[config.mk]
export PLATFORM = sky130hd
export DESIGN_NAME = dlarws_ram
export DESIGN_NICKNAME = d
export VERILOG_FILES = /design/src/sv/dlarws_ram.sv
export SDC_FILE = /design/constraint.sdc
export NUM_CORES = 1
export LEC_CHECK = 0
export BUFFER_PORTS_ARGS = -buffer_cell sky130_fd_sc_hd__buf_2
export CORE_MARGIN = 2
export CORE_UTILIZATION = 30
export CTS_CLUSTER_SIZE = 24
export DETAILED_ROUTE_END_ITERATION = 8
export PLACE_DENSITY = 0.52
export SLEW_MARGIN = 20
export SYNTH_ARGS = -nofsm -noshare
export SYNTH_HDL_FRONTEND = slang
export SYNTH_SLANG_ARGS = --single-unit
[constraint.sdc]
create_clock -name clk_i -period 5 [get_ports clk_i]
set_input_delay 1 -clock clk_i [delete_from_list [all_inputs] [get_ports clk_i]]
set_output_delay 1 -clock clk_i [all_outputs]
set_load 0.1 [all_outputs]
[src/sv/dlarws_ram.sv]
// Generic single write port, single read port RAM with registered read data.
module dlarws_ram #(
  parameter int WIDTH = 8,
  parameter int DEPTH = 16
) (
  input  logic                     clk_i,
  input  logic                     we_i,
  input  logic [$clog2(DEPTH)-1:0] waddr_i,
  input  logic [WIDTH-1:0]         wdata_i,
  input  logic                     re_i,
  input  logic [$clog2(DEPTH)-1:0] raddr_i,
  output logic [WIDTH-1:0]         rdata_o
);

  logic [WIDTH-1:0] mem [DEPTH];
  logic [WIDTH-1:0] rdata_q;

  always_ff @(posedge clk_i) begin
    if (we_i) begin
      mem[waddr_i] <= wdata_i;
    end
    if (re_i) begin
      rdata_q <= mem[raddr_i];
    end
  end

  assign rdata_o = rdata_q;

endmodule

==> metrics.cfg <==
[place]
io_buffers=26
dpl_cell_area_um2=5590
dpl.hpwl_mm=6.80
dpl.cell_count=475
place_congestion=0.710

[finish]
area_growth_pct=17.4
diodes=0
fin_cells=507
fillers=1634
nNetsFinal=288
mostFrequentLayoutCells=136 x edfxtp_1, 26 x buf_2, 18 x mux4_2
layout_commonest_cell=edfxtp_1
finalInstanceArea_um2=6140
drive_gt1_share_pct=27.3

[yosys]
yosys_warnings=0
ys_seq_elements=136
yosysTopAreaCell=edfxtp_1
synth_area_um2=5230
yosysUniqueCellTypes=18
yosys-top-cells-area=edfxtp_1 78%, mux4_2 7.8%, mux4_1 7.0%
syn-num-nets=248
synthDominantCellAreaShare_pct=78.1
postSynthCellCount=229
ys_seq_area_share_pct=78.1
synth.avg_cell_area_um2=22.8

[global_routing]
grt_pass1_wl_mm=16.3
antenna_found_initial=0
grtUsageTotal_pct=12.7
grt_max_degree=33
grt_pass1_vias=2564
grt_overflow_total=0

[clocking]
path_clk_slew_ps=50
post-cts-setup-buffers=0
cts.sinks=136
clk_path_buf_depth=2
ctsHoldBuffers=0
cts_resized=0
root_buffer=clkbuf_16
cts_buffers=17
clkLatencyLatePin_ps=410
htreeDepth=4
tritoncts=done

[worst_setup_path]
critPathMaxFanout=28
max_stage_delay_ps=740
arrival_ps=2930
end_kind=flop
critPathBufInv=2
crit_required_ps=5150
path_cells=buf_2 > buf_4 > mux4_1 > a22oi_1 > nand2_1
start_kind=primary input
cp_top_family=buffers and inverters
critPathKind=primary input to flop
cp_slowest_cell=buf_2

[floorplanning]
std_cell_rows=48
die_x_um=136
dieArea_um2=18500
core_area_um2=17200
initial_core_util_pct=30.4
ios=27
die_h_um=136

[detailed_routing]
route.detailed.vias_per_inst=4.75
routedWlPerCell_um=21.2
wl_mm=10.7
vias=2406
dr.pass1.iters=5
drt-initial-drc-count=200
drc=0
antenna_left=0

[timing]
slew_violations=0
post-route-period-util_pct=55.5
slew_headroom_pct=33.9
fin_crit_ps=2770
setup-tns-final_ps=0
finalHoldViolCount=0
rsz0062_at_grt=false
fin_skew_ps=8.15
max_clock_freq_mhz=361
setup_viol=0
tightest_slew_ps=992

[min_path]
hold_class=flop to flop

[outcome]
status=complete, no violations

[pwr]
irDropWorstVdd_v=0.000241
p_per_area_nw_per_um2=424
p_leak_nw=2.01

[flow_run]
cap_violations=0

## layout make-up
class | instances | area, µm² | share of cell area (%)
Clock buffer | 21 | 440 | 7.18
Clock inverter | 11 | 106 | 1.73
Multi-Input combinational cell | 83 | 1060 | 17.2
Sequential cell | 136 | 4080 | 66.5
Tap cell | 225 | 282 | 4.59
Timing Repair Buffer | 31 | 168 | 2.73
## synthesized netlist by cell type (all sizes together)
library cell / n
nor3: 4
nor2b: 1
nand3b: 2
buf: 7
and2b: 1
nand2b: 2
nor2: 13
edfxtp: 136
a22oi: 16
nand2: 9
mux4: 32
nand3: 1
or3b: 1
clkdlybuf4s25: 3
and2: 1
## stage by stage
step	hold WS, ps	worst slack (ps)	utilization, %	power, mW
2_1_floorplan	705	2510	-	1.42
3_3_place_gp	741	1790	32.5	1.47
3_5_place_dp	745	1750	32.5	1.47
4_1_cts	758	2190	35.7	2.63
5_1_grt	802	2040	35.7	2.68
6_report	766	2230	35.7	2.60
## where the power goes
group          total (mW)  internal [mW]  switching (mW)
Combinational       0.153         0.0454           0.108
Clock                1.16          0.724           0.434
Sequential           1.29           1.29         0.00730
## registers in the layout, indices dropped and copies added (netlist names)
register / cells
rdata_o: 8
mem: 128
## logic make-up (layout without fill, tap and decap cells)
| group | after synthesis | after routing | synth area share (%) |
|---|---|---|---|
| DFF | 136 | 136 | 78.1 |
| AOI/OAI and AO/OA | 16 | 16 | 2.30 |
| and+or+nand+nor | 35 | 35 | 3.14 |
| buffers and inverters | 10 | 63 | 1.65 |
| muxes | 32 | 32 | 14.8 |
## worst reg2reg max path: stages, from the launching register on
cell and delay (ps):
edfxtp_1 360, mux4_2 500, a22oi_1 300, nand2_1 80
## metal layers
layer	vias to the layer above	global-route usage [%]	wire [µm]
li1	1062	-	-
met1	1267	17.3	5000
met2	67	19.5	5130
met3	10	3.24	491
met4	0	4.86	111
met5	-	0	0
## final timing paths
kind	startpoint	to	slack (ps)	cells after the start
min	mem[12][5]$_DFFE_PP_	rdata_o[5]$_DFFE_PP_	770	3
min reg2reg	mem[12][5]$_DFFE_PP_	rdata_o[5]$_DFFE_PP_	770	3
max	raddr_i[0]	rdata_o[5]$_DFFE_PP_	2230	5
max reg2reg	mem[10][6]$_DFFE_PP_	rdata_o[6]$_DFFE_PP_	3500	3
Power figures use the tool's default switching activity.
